## src/rtl/i2cblm_pkg.sv

```systemverilog
// ----------------------------------------------------------------------------
// i2cblm_pkg
// command codes, phase codes and field widths of the bit-level i2c master
// ----------------------------------------------------------------------------
package i2cblm_pkg;

	localparam int unsigned CmdW   = 3;
	localparam int unsigned ByteW  = 8;
	localparam int unsigned TickW  = 10;
	localparam int unsigned PhaseW = 2;
	localparam int unsigned BitCntW = 4;

	localparam int unsigned InDataW  = 16;
	localparam int unsigned OutDataW = 16;

	typedef logic [CmdW-1:0]    cmd_t;
	typedef logic [ByteW-1:0]   byte_t;
	typedef logic [TickW-1:0]   tick_t;
	typedef logic [PhaseW-1:0]  phase_t;
	typedef logic [BitCntW-1:0] bit_cnt_t;

	localparam cmd_t CMD_NONE  = 3'd0;
	localparam cmd_t CMD_START = 3'd1;
	localparam cmd_t CMD_STOP  = 3'd2;
	localparam cmd_t CMD_WRITE = 3'd3;
	localparam cmd_t CMD_READ  = 3'd4;
	localparam cmd_t CMD_ACK   = 3'd5;
	localparam cmd_t CMD_NACK  = 3'd6;

	// phase 1 is the scl-low half (scl stays high for start), phase 2 the scl-high half, phase 3 only for stop
	localparam phase_t PH_IDLE  = 2'd0;
	localparam phase_t PH_FIRST = 2'd1;
	localparam phase_t PH_SECOND = 2'd2;
	localparam phase_t PH_THIRD = 2'd3;

	localparam bit_cnt_t BITS_PER_BYTE = 4'd8;
	localparam tick_t    HALF_PHASE_RESET = 10'd4;

	// result word fields
	typedef struct packed {
		logic  cmd_rejected;
		logic  nack_seen;
		byte_t read_byte;
		logic  done_res;
		logic  busy_res;
		logic  sda_level;
		logic  scl_level;
	} result_t;

endpackage

```

## src/rtl/i2c_bit_level_master.sv

```systemverilog
// ----------------------------------------------------------------------------
// i2c_bit_level_master
// bit-level i2c master sequencer stepped by one input word per bus tick
// ----------------------------------------------------------------------------
// Each input word is one tick of the bus sequencer and yields exactly one
// result word giving the scl/sda levels to drive on that tick, busy and done
// flags, the last read byte, the last acknowledge bit and a reject flag. While
// idle a cmd from 1 to 6 starts a command (start, stop, write byte, read byte, ack,
// nack) whose first phase is driven on the same tick; a cmd that arrives while
// busy is dropped and flagged. Every bus phase lasts half_phase_ticks ticks
// (zero acts as one); received bits and the ack bit are sampled from sda_in on
// the last tick of an scl-high phase. Throughput is one word per clock: the
// whole sequencer update is a single registered step from the current state
// and the accepted word into the state registers and the result register.
// A waiting result blocks the input only until it drains, and a new word is
// taken in the same cycle the waiting result leaves. The result of a word is
// valid from the cycle after that word is accepted.
// ----------------------------------------------------------------------------
module i2c_bit_level_master (
	input  logic                                 clk,
	input  logic                                 arst_n,
	// slave side: [2:0] cmd, [10:3] write_byte, [11] sda_in, [15:12] zero
	input  logic                                 s_tvalid,
	output logic                                 s_tready,
	input  logic [i2cblm_pkg::InDataW-1:0]       s_tdata,
	// master side: [0] scl_level, [1] sda_level, [2] busy_res, [3] done_res,
	// [11:4] read_byte, [12] nack_seen, [13] cmd_rejected, [15:14] zero
	output logic                                 m_tvalid,
	input  logic                                 m_tready,
	output logic [i2cblm_pkg::OutDataW-1:0]      m_tdata,
	// half_phase_ticks register
	input  logic                                 cfg_wr_en,
	input  logic [i2cblm_pkg::TickW-1:0]         cfg_wr_data
);

	// configuration
	i2cblm_pkg::tick_t half_q;

	// sequencer state
	i2cblm_pkg::phase_t   phase_q;
	i2cblm_pkg::bit_cnt_t bit_cnt_q;
	i2cblm_pkg::tick_t    tick_q;
	i2cblm_pkg::byte_t    shift_q;
	i2cblm_pkg::cmd_t     act_cmd_q;
	logic                 scl_q;
	logic                 sda_q;
	logic                 ack_q;
	i2cblm_pkg::byte_t    read_q;

	// result register
	logic                  m_tvalid_q;
	i2cblm_pkg::result_t   res_q;

	// input word fields
	i2cblm_pkg::cmd_t  in_cmd;
	i2cblm_pkg::byte_t in_wbyte;
	logic              in_sda;
	logic              accept;

	assign in_cmd   = s_tdata[2:0];
	assign in_wbyte = s_tdata[10:3];
	assign in_sda   = s_tdata[11];

	// output register frees up when empty or being drained
	assign s_tready = !m_tvalid_q || m_tready;
	assign accept   = s_tvalid && s_tready;

	// next-state logic
	i2cblm_pkg::tick_t    h_eff;
	i2cblm_pkg::phase_t   ph_a, ph_n;
	i2cblm_pkg::bit_cnt_t bc_a, bc_n;
	i2cblm_pkg::tick_t    tk_a, tk_inc, tk_n;
	i2cblm_pkg::byte_t    sh_a, sh_n;
	i2cblm_pkg::cmd_t     cmd_a;
	i2cblm_pkg::byte_t    read_n;
	logic                 lvl_scl, lvl_sda;
	logic                 scl_n, sda_n, ack_n;
	logic                 scl_out, sda_out;
	logic                 rejected, busy, done;
	i2cblm_pkg::result_t  res_n;

	always_comb begin
		h_eff = (half_q == '0) ? i2cblm_pkg::tick_t'(1) : half_q;

		// command pickup
		ph_a     = phase_q;
		bc_a     = bit_cnt_q;
		tk_a     = tick_q;
		sh_a     = shift_q;
		cmd_a    = act_cmd_q;
		rejected = 1'b0;
		if (phase_q != i2cblm_pkg::PH_IDLE) begin
			rejected = (in_cmd != i2cblm_pkg::CMD_NONE);
		end else if (in_cmd >= i2cblm_pkg::CMD_START && in_cmd <= i2cblm_pkg::CMD_NACK) begin
			cmd_a = in_cmd;
			ph_a  = i2cblm_pkg::PH_FIRST;
			tk_a  = '0;
			bc_a  = '0;
			sh_a  = (in_cmd == i2cblm_pkg::CMD_WRITE) ? in_wbyte : '0;
		end

		// bus levels of the current phase
		lvl_scl = (ph_a == i2cblm_pkg::PH_SECOND);
		lvl_sda = 1'b1;
		case (cmd_a)
			i2cblm_pkg::CMD_START: begin
				lvl_scl = 1'b1;
				lvl_sda = (ph_a == i2cblm_pkg::PH_FIRST);
			end
			i2cblm_pkg::CMD_STOP: begin
				lvl_scl = (ph_a != i2cblm_pkg::PH_FIRST);
				lvl_sda = (ph_a == i2cblm_pkg::PH_THIRD);
			end
			i2cblm_pkg::CMD_WRITE: begin
				lvl_sda = (bc_a < i2cblm_pkg::BITS_PER_BYTE) ? sh_a[7] : 1'b1;
			end
			i2cblm_pkg::CMD_ACK: begin
				lvl_sda = 1'b0;
			end
			default: begin
			end
		endcase

		ph_n   = ph_a;
		bc_n   = bc_a;
		tk_n   = tk_a;
		sh_n   = sh_a;
		scl_n  = scl_q;
		sda_n  = sda_q;
		ack_n  = ack_q;
		read_n = read_q;
		busy   = 1'b0;
		done   = 1'b0;
		tk_inc = tk_a + i2cblm_pkg::tick_t'(1);

		if (ph_a != i2cblm_pkg::PH_IDLE) begin
			scl_n = lvl_scl;
			sda_n = lvl_sda;
			busy  = 1'b1;
			tk_n  = tk_inc;
			if (tk_inc >= h_eff) begin
				// phase over
				tk_n = '0;
				if (ph_a == i2cblm_pkg::PH_FIRST) begin
					ph_n = i2cblm_pkg::PH_SECOND;
				end else if (cmd_a == i2cblm_pkg::CMD_STOP) begin
					if (ph_a == i2cblm_pkg::PH_SECOND) ph_n = i2cblm_pkg::PH_THIRD;
					else done = 1'b1;
				end else if (cmd_a == i2cblm_pkg::CMD_WRITE) begin
					if (bc_a < i2cblm_pkg::BITS_PER_BYTE) begin
						sh_n = {sh_a[6:0], 1'b0};
						bc_n = bc_a + i2cblm_pkg::bit_cnt_t'(1);
						ph_n = i2cblm_pkg::PH_FIRST;
					end else begin
						// ack bit sampled at the end of the ninth scl-high phase
						ack_n = in_sda;
						done  = 1'b1;
					end
				end else if (cmd_a == i2cblm_pkg::CMD_READ) begin
					sh_n = {sh_a[6:0], in_sda};
					bc_n = bc_a + i2cblm_pkg::bit_cnt_t'(1);
					if (bc_n >= i2cblm_pkg::BITS_PER_BYTE) begin
						read_n = sh_n;
						done   = 1'b1;
					end else begin
						ph_n = i2cblm_pkg::PH_FIRST;
					end
				end else begin
					done = 1'b1;
				end
			end
		end

		// levels shown this tick are taken before the end-of-command release
		scl_out = scl_n;
		sda_out = sda_n;

		if (done) begin
			ph_n = i2cblm_pkg::PH_IDLE;
			bc_n = '0;
			// data commands leave scl low
			if (cmd_a != i2cblm_pkg::CMD_START && cmd_a != i2cblm_pkg::CMD_STOP) scl_n = 1'b0;
		end

		res_n.scl_level    = scl_out;
		res_n.sda_level    = sda_out;
		res_n.busy_res     = busy;
		res_n.done_res     = done;
		res_n.read_byte    = read_n;
		res_n.nack_seen    = ack_n;
		res_n.cmd_rejected = rejected;
	end

	// config register
	always_ff @(posedge clk or negedge arst_n) begin
		if (!arst_n) begin
			half_q <= i2cblm_pkg::HALF_PHASE_RESET;
		end else if (cfg_wr_en) begin
			half_q <= cfg_wr_data;
		end
	end

	// sequencer state
	always_ff @(posedge clk or negedge arst_n) begin
		if (!arst_n) begin
			phase_q   <= i2cblm_pkg::PH_IDLE;
			bit_cnt_q <= '0;
			tick_q    <= '0;
			shift_q   <= '0;
			act_cmd_q <= i2cblm_pkg::CMD_NONE;
			scl_q     <= 1'b1;
			sda_q     <= 1'b1;
			ack_q     <= 1'b0;
			read_q    <= '0;
		end else if (accept) begin
			phase_q   <= ph_n;
			bit_cnt_q <= bc_n;
			tick_q    <= tk_n;
			shift_q   <= sh_n;
			act_cmd_q <= cmd_a;
			scl_q     <= scl_n;
			sda_q     <= sda_n;
			ack_q     <= ack_n;
			read_q    <= read_n;
		end
	end

	// result register
	always_ff @(posedge clk or negedge arst_n) begin
		if (!arst_n) begin
			m_tvalid_q <= 1'b0;
		end else if (s_tready) begin
			m_tvalid_q <= s_tvalid;
		end
	end

	always_ff @(posedge clk) begin
		if (accept) begin
			res_q <= res_n;
		end
	end

	assign m_tvalid = m_tvalid_q;
	assign m_tdata  = {2'b00, res_q};

	// done only ever reported on a busy tick
	a_done_busy: assert property (@(posedge clk) disable iff (!arst_n)
		m_tvalid && m_tdata[3] |-> m_tdata[2])
		else $error("done without busy");

	// an idle sequencer has no bits in flight
	a_idle_clear: assert property (@(posedge clk) disable iff (!arst_n)
		phase_q == i2cblm_pkg::PH_IDLE |-> bit_cnt_q == '0)
		else $error("bit count left over while idle");

	// never more than one byte worth of bits
	a_bit_range: assert property (@(posedge clk) disable iff (!arst_n)
		bit_cnt_q <= i2cblm_pkg::BITS_PER_BYTE)
		else $error("bit count out of range");

	// a rejected command cannot come from an idle sequencer
	a_reject_busy: assert property (@(posedge clk) disable iff (!arst_n)
		accept && phase_q == i2cblm_pkg::PH_IDLE |=> !res_q.cmd_rejected)
		else $error("reject flagged while idle");

endmodule
```

## config.mk

```make
export PLATFORM = sky130hd
export DESIGN_NAME = i2c_bit_level_master
export DESIGN_NICKNAME = d
export VERILOG_FILES = /design/src/rtl/i2cblm_pkg.sv /design/src/rtl/i2c_bit_level_master.sv
export SDC_FILE = /design/constraint.sdc
export NUM_CORES = 1
export LEC_CHECK = 0
export CORE_MARGIN = 5
export CORE_UTILIZATION = 40
export CTS_BUF_LIST = sky130_fd_sc_hd__clkbuf_2 sky130_fd_sc_hd__clkbuf_4 sky130_fd_sc_hd__clkbuf_8
export CTS_CLUSTER_DIAMETER = 200
export DETAILED_ROUTE_END_ITERATION = 10
export DONT_BUFFER_PORTS = 1
export PLACE_DENSITY = 0.57
export RECOVER_POWER = 100
export SYNTH_ARGS = -nofsm -noshare
export SYNTH_HDL_FRONTEND = slang
export SYNTH_SLANG_ARGS = --single-unit
```

## constraint.sdc

```tcl
create_clock -name clk -period 4.28 [get_ports clk]
set_clock_uncertainty 0.2 [all_clocks]
set_input_delay 0.214 -clock clk [delete_from_list [all_inputs] [get_ports clk]]
set_output_delay 0.214 -clock clk [all_outputs]
set_load 0.01 [all_outputs]
```

After elaboration in Yosys (flattened, before gate mapping)
Index checks and enable logic that the tools add are counted.
- $lt $le $gt $ge: 5
- equality and inequality tests: 12
- multiplexer cells: 69
- reduce and logical (&&, ||, !) cells: 9
- add/sub/neg operators: 2
- operators with widths (cell ; count):
    8-bit 2-to-1 mux ; 17
    10-bit 2-to-1 mux ; 5
    4-bit 2-to-1 mux ; 10
    2-bit 2-to-1 mux ; 12
    1-bit 2-to-1 mux ; 21
    10-bit by 1-bit adder with 10-bit output (second input constant) ; 1
    10-bit greater-or-equal comparator ; 1
    10-bit logical NOT ; 1
    3-bit by 2-bit equality test with 1-bit output (second input constant) ; 3
    3-bit equality test (second input constant) ; 2
    3-bit 2-to-1 mux ; 2
    4-bit by 1-bit adder with 4-bit output (second input constant) ; 1
    2-bit equality test (second input constant) ; 2
    4-bit greater-or-equal comparator (second input constant) ; 1
    4-bit < comparator (second input constant) ; 1
    1-bit one-hot mux with 4 select lines ; 1
    2-bit nonzero test ; 2
    3-bit by 1-bit equality test with 1-bit output (second input constant) ; 1
    3-bit by 1-bit greater-or-equal comparator with 1-bit output (second input constant) ; 1
    3-bit less-or-equal comparator (second input constant) ; 1
    1-bit logical AND ; 3
    3-bit by 1-bit inequality test with 1-bit output (second input constant) ; 1
    3-bit by 2-bit inequality test with 1-bit output (second input constant) ; 1
    3-bit nonzero test ; 1
    other kinds (5) ; 5
- register bits after elaboration: 63
- output and inout port bits: 18

Depth between registers and ports, before layout
Gate-level depths: netlist (run 1).
- depth in word-level cells: 14
- depth in mapped cells: 21
- depth with buffers taken out: 16

Least setup slack after synthesis (run 1)
No wires, ideal clock.
- path kind: input to register
- from: in s_tdata[1] (netlist bit)
- to: reg res_q (netlist bit m_tdata[12]) (data pin)
- slack: 0.113 ns
- stages: 18
- arrival time: 3.707 ns
- required time: 3.820 ns
- cell sequence: clkbuf_1 -> nor3_1 -> or3_1 -> clkbuf_1 -> buf_2 -> and2_1 -> ha_1 -> nand3_1 -> or3_1 -> a21oi_1 -> ha_1 -> nand2_1 -> o21ai_0 -> nor3_1 -> a31oi_4 -> buf_6 -> nand4_1 -> mux2_2
- word-level cells in the longest chain between the ends: 11
- elaborated cells on any way between the ends: 24
- ends and longest elaborated chain (element ; line ; text):
    from (decl) ; i2c_bit_level_master.sv:25 ; input logic [i2cblm_pkg::InDataW-1:0] s_tdata,
    parallel branches: the longest is 10 deep, another holds 10-bit by 1-bit adder with 10-bit output ; n/a ;
    1-bit 2-to-1 mux * ; i2c_bit_level_master.sv:136 ; if (ph_a != i2cblm_pkg::PH_IDLE) begin
    net ack_n ; i2c_bit_level_master.sv:77 ; logic scl_n, sda_n, ack_n;
    to (signal assigned) ; i2c_bit_level_master.sv:239 ; res_q <= res_n;
    to (decl) ; i2c_bit_level_master.sv:52 ; i2cblm_pkg::result_t res_q;
Mark *: on every way through the listed nets, which the timed path passes.
A chain may end at the register's enable or synchronous reset.

Worst setup path in the final report (run 1)
- from: in s_tdata[0] (netlist bit)
- to: reg res_q (netlist bit m_tdata[6]) (data pin)
- word-level cells in the longest chain between the ends: 13
- elaborated cells on any way between the ends: 31
- ends and longest elaborated chain (element ; line ; text):
    3-bit by 1-bit greater-or-equal comparator with 1-bit output or 3-bit less-or-equal comparator (tied branches) ; i2c_bit_level_master.sv:94 ; end else if (in_cmd >= i2cblm_pkg::CMD_START && in_cmd <= i2cblm_pkg::CMD_NACK) begin
    1-bit logical AND ; i2c_bit_level_master.sv:94 ;
    4-bit 2-to-1 mux ; i2c_bit_level_master.sv:94 ;
    4-bit 2-to-1 mux ; i2c_bit_level_master.sv:92 ; if (phase_q != i2cblm_pkg::PH_IDLE) begin
    4-bit by 1-bit adder with 4-bit output ; i2c_bit_level_master.sv:161 ; bc_n = bc_a + i2cblm_pkg::bit_cnt_t'(1);
    4-bit greater-or-equal comparator ; i2c_bit_level_master.sv:162 ; if (bc_n >= i2cblm_pkg::BITS_PER_BYTE) begin
    8-bit 2-to-1 mux ; i2c_bit_level_master.sv:162 ;
    8-bit 2-to-1 mux ; i2c_bit_level_master.sv:159 ; end else if (cmd_a == i2cblm_pkg::CMD_READ) begin
    8-bit 2-to-1 mux ; i2c_bit_level_master.sv:149 ; end else if (cmd_a == i2cblm_pkg::CMD_WRITE) begin
    8-bit 2-to-1 mux ; i2c_bit_level_master.sv:146 ; end else if (cmd_a == i2cblm_pkg::CMD_STOP) begin
    8-bit 2-to-1 mux ; i2c_bit_level_master.sv:144 ; if (ph_a == i2cblm_pkg::PH_FIRST) begin
    8-bit 2-to-1 mux ; i2c_bit_level_master.sv:141 ; if (tk_inc >= h_eff) begin
    8-bit 2-to-1 mux * ; i2c_bit_level_master.sv:136 ;
    net read_n[2] ; i2c_bit_level_master.sv:75 ; i2cblm_pkg::byte_t read_n;
The timed path passes the listed nets; every way through them passes the cells marked *.

==> summary.txt, run 1 <==
Floorplan
  – Die Y: 105.2 microns
  – # IOs: 49
  – Die W: 105.2 microns
  – Core box area: 0.008763 sq mm
  – Row count: 34
  – Die area: 0.01106 sq mm
  – Initial Util: 41.33%

Routing
  – Via count: 2,826
  – DR vias/cell: 5.520
  – DRC viols: 0
  – Final ANT Viol Nets: 0
  – Final wirelength: 8366 microns
  – DR pass1 iterations: 5
  – Initial DRC count: 157
  – DR WL/cell: 16.34 microns

Timing
  – Hold slack: 0.01955 ns
  – Maximum clock frequency: 0.2471 GHz
  – Worst Tran Pin Value: 2.774 ns
  – # setup viols final: 0
  – Slew headroom: -84.96%
  – Hold Violations, Final: 0
  – Setup_tns: 0 ns
  – Final cycle utilization of the critical path: 94.54%
  – RSZ-0062 raised after global routing: no
  – Crit path time final: 4.046 ns
  – Max-slew violation count: 50

CTS
  – Clk_lat worst skew: 0.35 ns
  – H-tree depth: 3
  – Setup bufs post-CTS: 0
  – TritonCTS Buffers: 9
  – Worst-path clk slew: 0.08 ns
  – Worst-case clock buffer depth: 2
  – CTS tree: built
  – CTS sink cnt: 63
  – CTS root buffer: clkbuf_8

Yosys
  – Seq cells post-synth: 63
  – Cell variety after synth: 66
  – Synth cell count leaders: nand2_1, dfrtp_1, o21ai_0, nor2_1
  – Top FF cell, synth: dfrtp_1
  – Post-synth EDFFs: 14
  – Synth area leader: dfrtp_1
  – Yosys top cell area share: 31.78%
  – Sequential fraction of the synthesis area: 45.56%
  – Top cells by area, synth: dfrtp_1, edfxtp_1, nand2_1
  – Most frequent cell after synthesis: nand2_1
  – Cell area after synthesis: 0.003622 sq mm
  – Ys async rst share: 77.78%
  – Syn. warnings: 0
  – Syn Inst Count: 374
  – Mean area per synthesized cell: 9.685 sq um

GRT
  – Initial antenna violation count: 0
  – Number of global-route vias before repair: 2,738
  – Gr ovfl total: 0
  – Overall global routing resource usage: 15.81%
  – Largest net degree at the start of global routing: 50
  – First-pass GRT wire length: 14,080 microns

Critical path
  – Worst Path Required: 4.18 ns
  – Crit path capture type: flip-flop
  – R2R setup slack: 0.26 ns
  – R2R cell count: 15
  – Critical path class: input port to flip-flop
  – Reg2reg end: m_tdata[6]$_DFFE_PP_
  – CP startpoint kind: input port
  – Reg-to-Reg Start: phase_q[1]$_DFFE_PN0P_
  – Crit path max fanout: 12
  – Arrival time worst endpoint: 3.95 ns

Power
  – Switching Power: 0.8037 mW
  – Switching Share: 38.35%
  – Worst VDD drop: 0.2756 mV
  – Reg power frac: 39.2%
  – Clock Power Share: 22.5%
  – Leak: 1.764 nW
  – Total Power: 2.096 mW
  – PwrDens: 507.1 mW/mm^2
  – Combinational share of power: 38.3%
  – Cell-internal power: 1.292 mW

Hold path
  – Hold crit path type: input port to flip-flop
  – Hold endpoint: read_q[4]$_DFFE_PN0P_
  – Hold path start: s_tdata[6]
  – Hold depth: 2

Final layout
  – Fillers: 814
  – Share of cells above drive strength 1: 15.59%
  – # diodes: 0
  – Area grow syn2layout: 14.09%
  – # nets final: 442

Placement
  – Final HPWL DP: 5595 microns
  – PortBufs: 0
  – Routability congestion estimate: 0.8365

Run
  – Max Cap Viol: 1

Status
  – Status: finished, violations left
  – Failing checks: max-capacitance violations, max-slew violations
[flip-flops by register name, indices dropped and copies added (netlist names)]
name       count
m_tdata       14
act_cmd_q      3
phase_q        2
bit_cnt_q      4
scl_q          1
half_q        10
read_q         8
ack_q          1
sda_q          1
m_tvalid       1
tick_q        10
shift_q        8
[cell families after synthesis]
logic type	Yosys count	synth area share, %
AND/OR/NAND/NOR	126	17.27
AO/OA/AOI/OAI	100	18.52
flip-flops	63	45.56
buffers and inverters	41	5.423
multiplexers	25	7.530
adder cells (fa/ha/maj)	12	4.145
XOR/XNOR	6	1.451
other	1	0.1035
[repair_timing]
action,4_1_cts,5_1_grt
hold endpoints to repair,70,0
hold buffers,21,0
gates resized for setup,0,4
setup endpoints to repair,0,18
[critical path, cell delays in order]
cell           delay [ns]
dlygate4sd3_1        0.56
nor3_1               0.19
buf_4                0.17
nor3_4               0.05
nor2_1               0.13
ha_1                 0.21
nand3_1              0.18
or3_1                0.38
a21oi_1              0.25
ha_1                 0.27
nand2_1              0.07
o21ai_1              0.11
nor3_2               0.24
a31oi_4              0.15
nand4_4              0.12
clkbuf_2             0.27
mux2_2               0.38
[power by group through the flow]
stage,clock network [mW],registers (mW),logic [mW]
3_3_place_gp,0,0.828,0.745
4_1_cts,0.488,0.820,0.800
2_1_floorplan,0,0.807,0.611
6_report,0.471,0.821,0.803
5_1_grt,0.521,0.837,0.905
3_5_place_dp,0,0.831,0.760
[per-stage QoR]
step / worst slack (ns) / cell area (sq um) / utilization [%] / instances
4_1_cts: 0.1336 / 4150 / 47.36 / 512
6_report: 0.2336 / 4133 / 47.16 / 512
3_3_place_gp: 0.2398 / 3741 / 42.69 / 475
5_1_grt: 0.01133 / 4133 / 47.16 / 512
3_5_place_dp: 0.1796 / 3741 / 42.69 / 475
2_1_floorplan: 0.1131 / 3626 / - / 375
[per-layer routing]
layer  GRT usage [%]  share of wire (%)  vias to the layer above  wire [microns]
li1                -                  -                     1395               -
met1           21.88                 48                     1348            3997
met2           23.65                 45                       79            3794
met3           5.055                6.3                        4             530
met4           4.749               0.53                        0              44
met5               0                  0                        -               0
[worst max-delay path by stage]
stage	end	from	cells after the start
2_1_floorplan	m_tdata[12]$_DFFE_PP_	s_tdata[1]	18
3_3_place_gp	bit_cnt_q[0]$_DFFE_PN0P_	phase_q[1]$_DFFE_PN0P_	17
3_5_place_dp	bit_cnt_q[0]$_DFFE_PN0P_	phase_q[1]$_DFFE_PN0P_	17
4_1_cts	bit_cnt_q[0]$_DFFE_PN0P_	s_tdata[0]	19
5_1_grt	bit_cnt_q[2]$_DFFE_PN0P_	phase_q[1]$_DFFE_PN0P_	17
6_report	m_tdata[6]$_DFFE_PP_	s_tdata[0]	17
[final cells by class]
class                   count  area, sq um  share of cell area (%)
inverters                  19        71.32                   1.726
clock inverters             6        43.79                   1.060
multi-input cells         271         1784                   43.17
clock buffers              10        137.6                   3.330
well taps                 108        135.1                   3.270
flip-flops and latches     63         1650                   39.93
repair buffers             35        310.3                   7.508
[placed cells by master (no fill, tap or decap), types with 7 or more instances in the layout]
| master | n |
|---|---|
| inv_1 | 18 |
| mux2_2 | 18 |
| mux2i_1 | 7 |
| a22o_1 | 9 |
| buf_4 | 12 |
| o21ai_0 | 32 |
| nand3_1 | 8 |
| dlygate4sd3_1 | 20 |
| dfrtp_1 | 46 |
| edfxtp_1 | 14 |
| nor2_1 | 21 |
| nand2_1 | 56 |
| clkbuf_8 | 10 |
| a21oi_1 | 17 |
| ha_1 | 12 |
No activity file was read; power rests on OpenSTA's default activity.
==> inputs of run 2 (changes only) <==
PLACE_DENSITY = 0.58   (was 0.57)
==> summary.txt, run 2 (synthesized netlist as in run 1, its figures left out) <==
Floorplan
  – Row count: 34 (unchanged)
  – Die Y: 105.2 microns (unchanged)
  – Die area: 0.01106 sq mm (unchanged)
  – Die W: 105.2 microns (unchanged)
  – # IOs: 49 (unchanged)
  – Initial Util: 41.33% (unchanged)
  – Core box area: 0.008763 sq mm (unchanged)

Power
  – Reg power frac: 38.4% (-0.8 points)
  – Worst VDD drop: 0.2604 mV (-5.5%)
  – Total Power: 2.142 mW (+2.2%)
  – Switching Power: 0.8121 mW (+1.0%)
  – Clock Power Share: 25.1% (+2.6 points)
  – Leak: 1.758 nW (-0.35%)
  – PwrDens: 517.5 mW/mm^2 (+2.1%)
  – Cell-internal power: 1.330 mW (+2.9%)
  – Combinational share of power: 36.5% (-1.8 points)
  – Switching Share: 37.92% (-0.44 points)

Routing
  – Final ANT Viol Nets: 0 (unchanged)
  – Via count: 2,849 (+0.81%)
  – DR pass1 iterations: 4 (-1)
  – DR vias/cell: 5.586 (+1.2%)
  – Initial DRC count: 136 (-13%)
  – DR WL/cell: 16.39 microns (+0.32%)
  – Final wirelength: 8360 microns (about the same)
  – DRC viols: 0 (unchanged)

Final layout
  – # nets final: 440 (-0.45%)
  – # diodes: 0 (unchanged)
  – Area grow syn2layout: 14.27%
  – Share of cells above drive strength 1: 15.42% (-0.17 points)
  – Commonest non-fill, non-tap cell in the layout: nand2_1
  – Number of flip-flops in the largest register: 14 (unchanged)
  – Most frequent cells in the layout: nand2_1, dfrtp_1, o21ai_0
  – Util after Layout: 47.23% (+0.071 points)
  – Fillers: 827 (+1.6%)

CTS
  – Worst-path clk slew: 0.08 ns (about the same)
  – H-tree depth: 3 (unchanged)
  – TritonCTS Buffers: 9 (unchanged)
  – Setup bufs post-CTS: 0 (unchanged)
  – CTS tree: built
  – Worst-case clock buffer depth: 2 (unchanged)
  – Clk_lat worst skew: 0.35 ns (about the same)
  – CTS sink cnt: 63 (unchanged)
  – CTS root buffer: clkbuf_8

GRT
  – First-pass GRT wire length: 14,080 microns (about the same)
  – Gr ovfl total: 0 (unchanged)
  – Number of global-route vias before repair: 2,825 (+3.2%)
  – Overall global routing resource usage: 15.60% (-0.21 points)
  – Initial antenna violation count: 0 (unchanged)
  – Largest net degree at the start of global routing: 50 (unchanged)

Placement
  – Routability congestion estimate: 0.8457 (+1.1%)
  – Pre-CTS WS: 0.1598 ns (-0.01986 ns)
  – Final HPWL DP: 5654 microns (+1.1%)
  – PortBufs: 0 (unchanged)

Critical path
  – CP startpoint kind: flip-flop
  – R2R setup slack: 0.29 ns (+0.03 ns)
  – Worst Path Required: 4.34 ns (+0.16 ns)
  – Arrival time worst endpoint: 4.05 ns (+0.10 ns)
  – Crit path capture type: flip-flop
  – Reg2reg end: bit_cnt_q[3]$_DFFE_PN0P_
  – Crit path max fanout: 14 (+2)
  – R2R cell count: 16 (+1)
  – Reg-to-Reg Start: phase_q[1]$_DFFE_PN0P_
  – Critical path class: flip-flop to flip-flop

Hold path
  – Hold crit path type: input port to flip-flop
  – Hold depth: 2 (unchanged)
  – Hold path start: s_tdata[3]
  – Hold endpoint: m_tdata[5]$_DFFE_PP_

Timing
  – Slew headroom: -80.01% (+5.0 points)
  – Maximum clock frequency: 0.2505 GHz (+1.4%)
  – # setup viols final: 0 (unchanged)
  – Max-slew violation count: 50 (unchanged)
  – Crit path time final: 3.992 ns (-0.05411 ns)
  – Setup_tns: 0 ns (unchanged)
  – Final cycle utilization of the critical path: 93.28% (-1.3 points)
  – Final setup margin: 0.2878 ns (+0.05411 ns)
  – Hold Violations, Final: 0 (unchanged)
  – RSZ-0062 raised after global routing: no
  – Worst Tran Pin Value: 2.700 ns (-0.07432 ns)

Status
  – Failing checks: max-capacitance violations, max-slew violations
  – Status: finished, violations left

Run
  – Max Cap Viol: 1 (unchanged)
## run 2: worst max path at each step
| stage | startpoint | end | slack (ns) | cells after the start |
|---|---|---|---|---|
| final | phase_q[1]$_DFFE_PN0P_ | bit_cnt_q[3]$_DFFE_PN0P_ | 0.29 | 16 |
| after global placement | phase_q[1]$_DFFE_PN0P_ | bit_cnt_q[0]$_DFFE_PN0P_ | 0.22 | 17 |
| after global routing | phase_q[1]$_DFFE_PN0P_ | m_tdata[6]$_DFFE_PP_ | 0.03 | 15 |
| after floorplan | s_tdata[1] | m_tdata[12]$_DFFE_PP_ | 0.11 | 18 |
| after detailed placement | phase_q[1]$_DFFE_PN0P_ | bit_cnt_q[1]$_DFFE_PN0P_ | 0.16 | 17 |
| after CTS | phase_q[1]$_DFFE_PN0P_ | bit_cnt_q[1]$_DFFE_PN0P_ | 0.14 | 17 |
## run 2: layout make-up
| type | count | area [sq um] | area share (%) |
|---|---|---|---|
| repair buffers | 33 | 292.8 | 7.074 |
| inverters | 19 | 71.32 | 1.723 |
| multi-input cells | 271 | 1785 | 43.14 |
| flip-flops and latches | 63 | 1650 | 39.87 |
| well taps | 108 | 135.1 | 3.265 |
| clock inverters | 7 | 80.08 | 1.935 |
| clock buffers | 9 | 123.9 | 2.993 |
## run 2: per-layer routing
metal / vias to the layer above / track usage (%) / share of wire, %
met1: 1383 / 21.83 / 48
met3: 11 / 4.131 / 5.4
met5: - / 0 / 0
met2: 71 / 23.16 / 45
li1: 1384 / - / -
met4: 0 / 5.753 / 1.4
## run 2: power groups by stage
| stage | Sequential, mW | Combinational (mW) | Clock, mW |
|---|---|---|---|
| after floorplan | 0.807 | 0.611 | 0 |
| after global placement | 0.829 | 0.734 | 0 |
| after detailed placement | 0.833 | 0.748 | 0 |
| after CTS | 0.822 | 0.784 | 0.556 |
| after global routing | 0.836 | 0.879 | 0.586 |
| final | 0.823 | 0.782 | 0.537 |
## run 2: per-stage QoR
stage	instance area [sq um]	instances	hold WS, ns
after floorplan	3626	375	-0.2816
after global placement	3734	474	-0.2798
after detailed placement	3734	474	-0.2805
after CTS	4155	510	0.001523
after global routing	4139	510	0.02822
final	4139	510	0.01302
## run 2: timing repair
action / 4_1_cts / 5_1_grt
hold buffers: 20 / 0
setup endpoints to repair: 0 / 29
endpoints found under the hold margin: 69 / 0
resized for setup: 0 / 5
## run 2: critical path, cell delays in order, from the launching register on
cell and delay [ns]:
dfrtp_1 0.38, or2_0 0.23, or3_1 0.42, and2_0 0.18, ha_1 0.22, nand3_1 0.18
xor2_1 0.22, nor2_1 0.09, ha_1 0.30, nand2_1 0.07, o211ai_1 0.19, a21oi_1 0.13
a31oi_4 0.24, buf_6 0.20, nand2_1 0.10, or3_1 0.37, a32oi_1 0.19
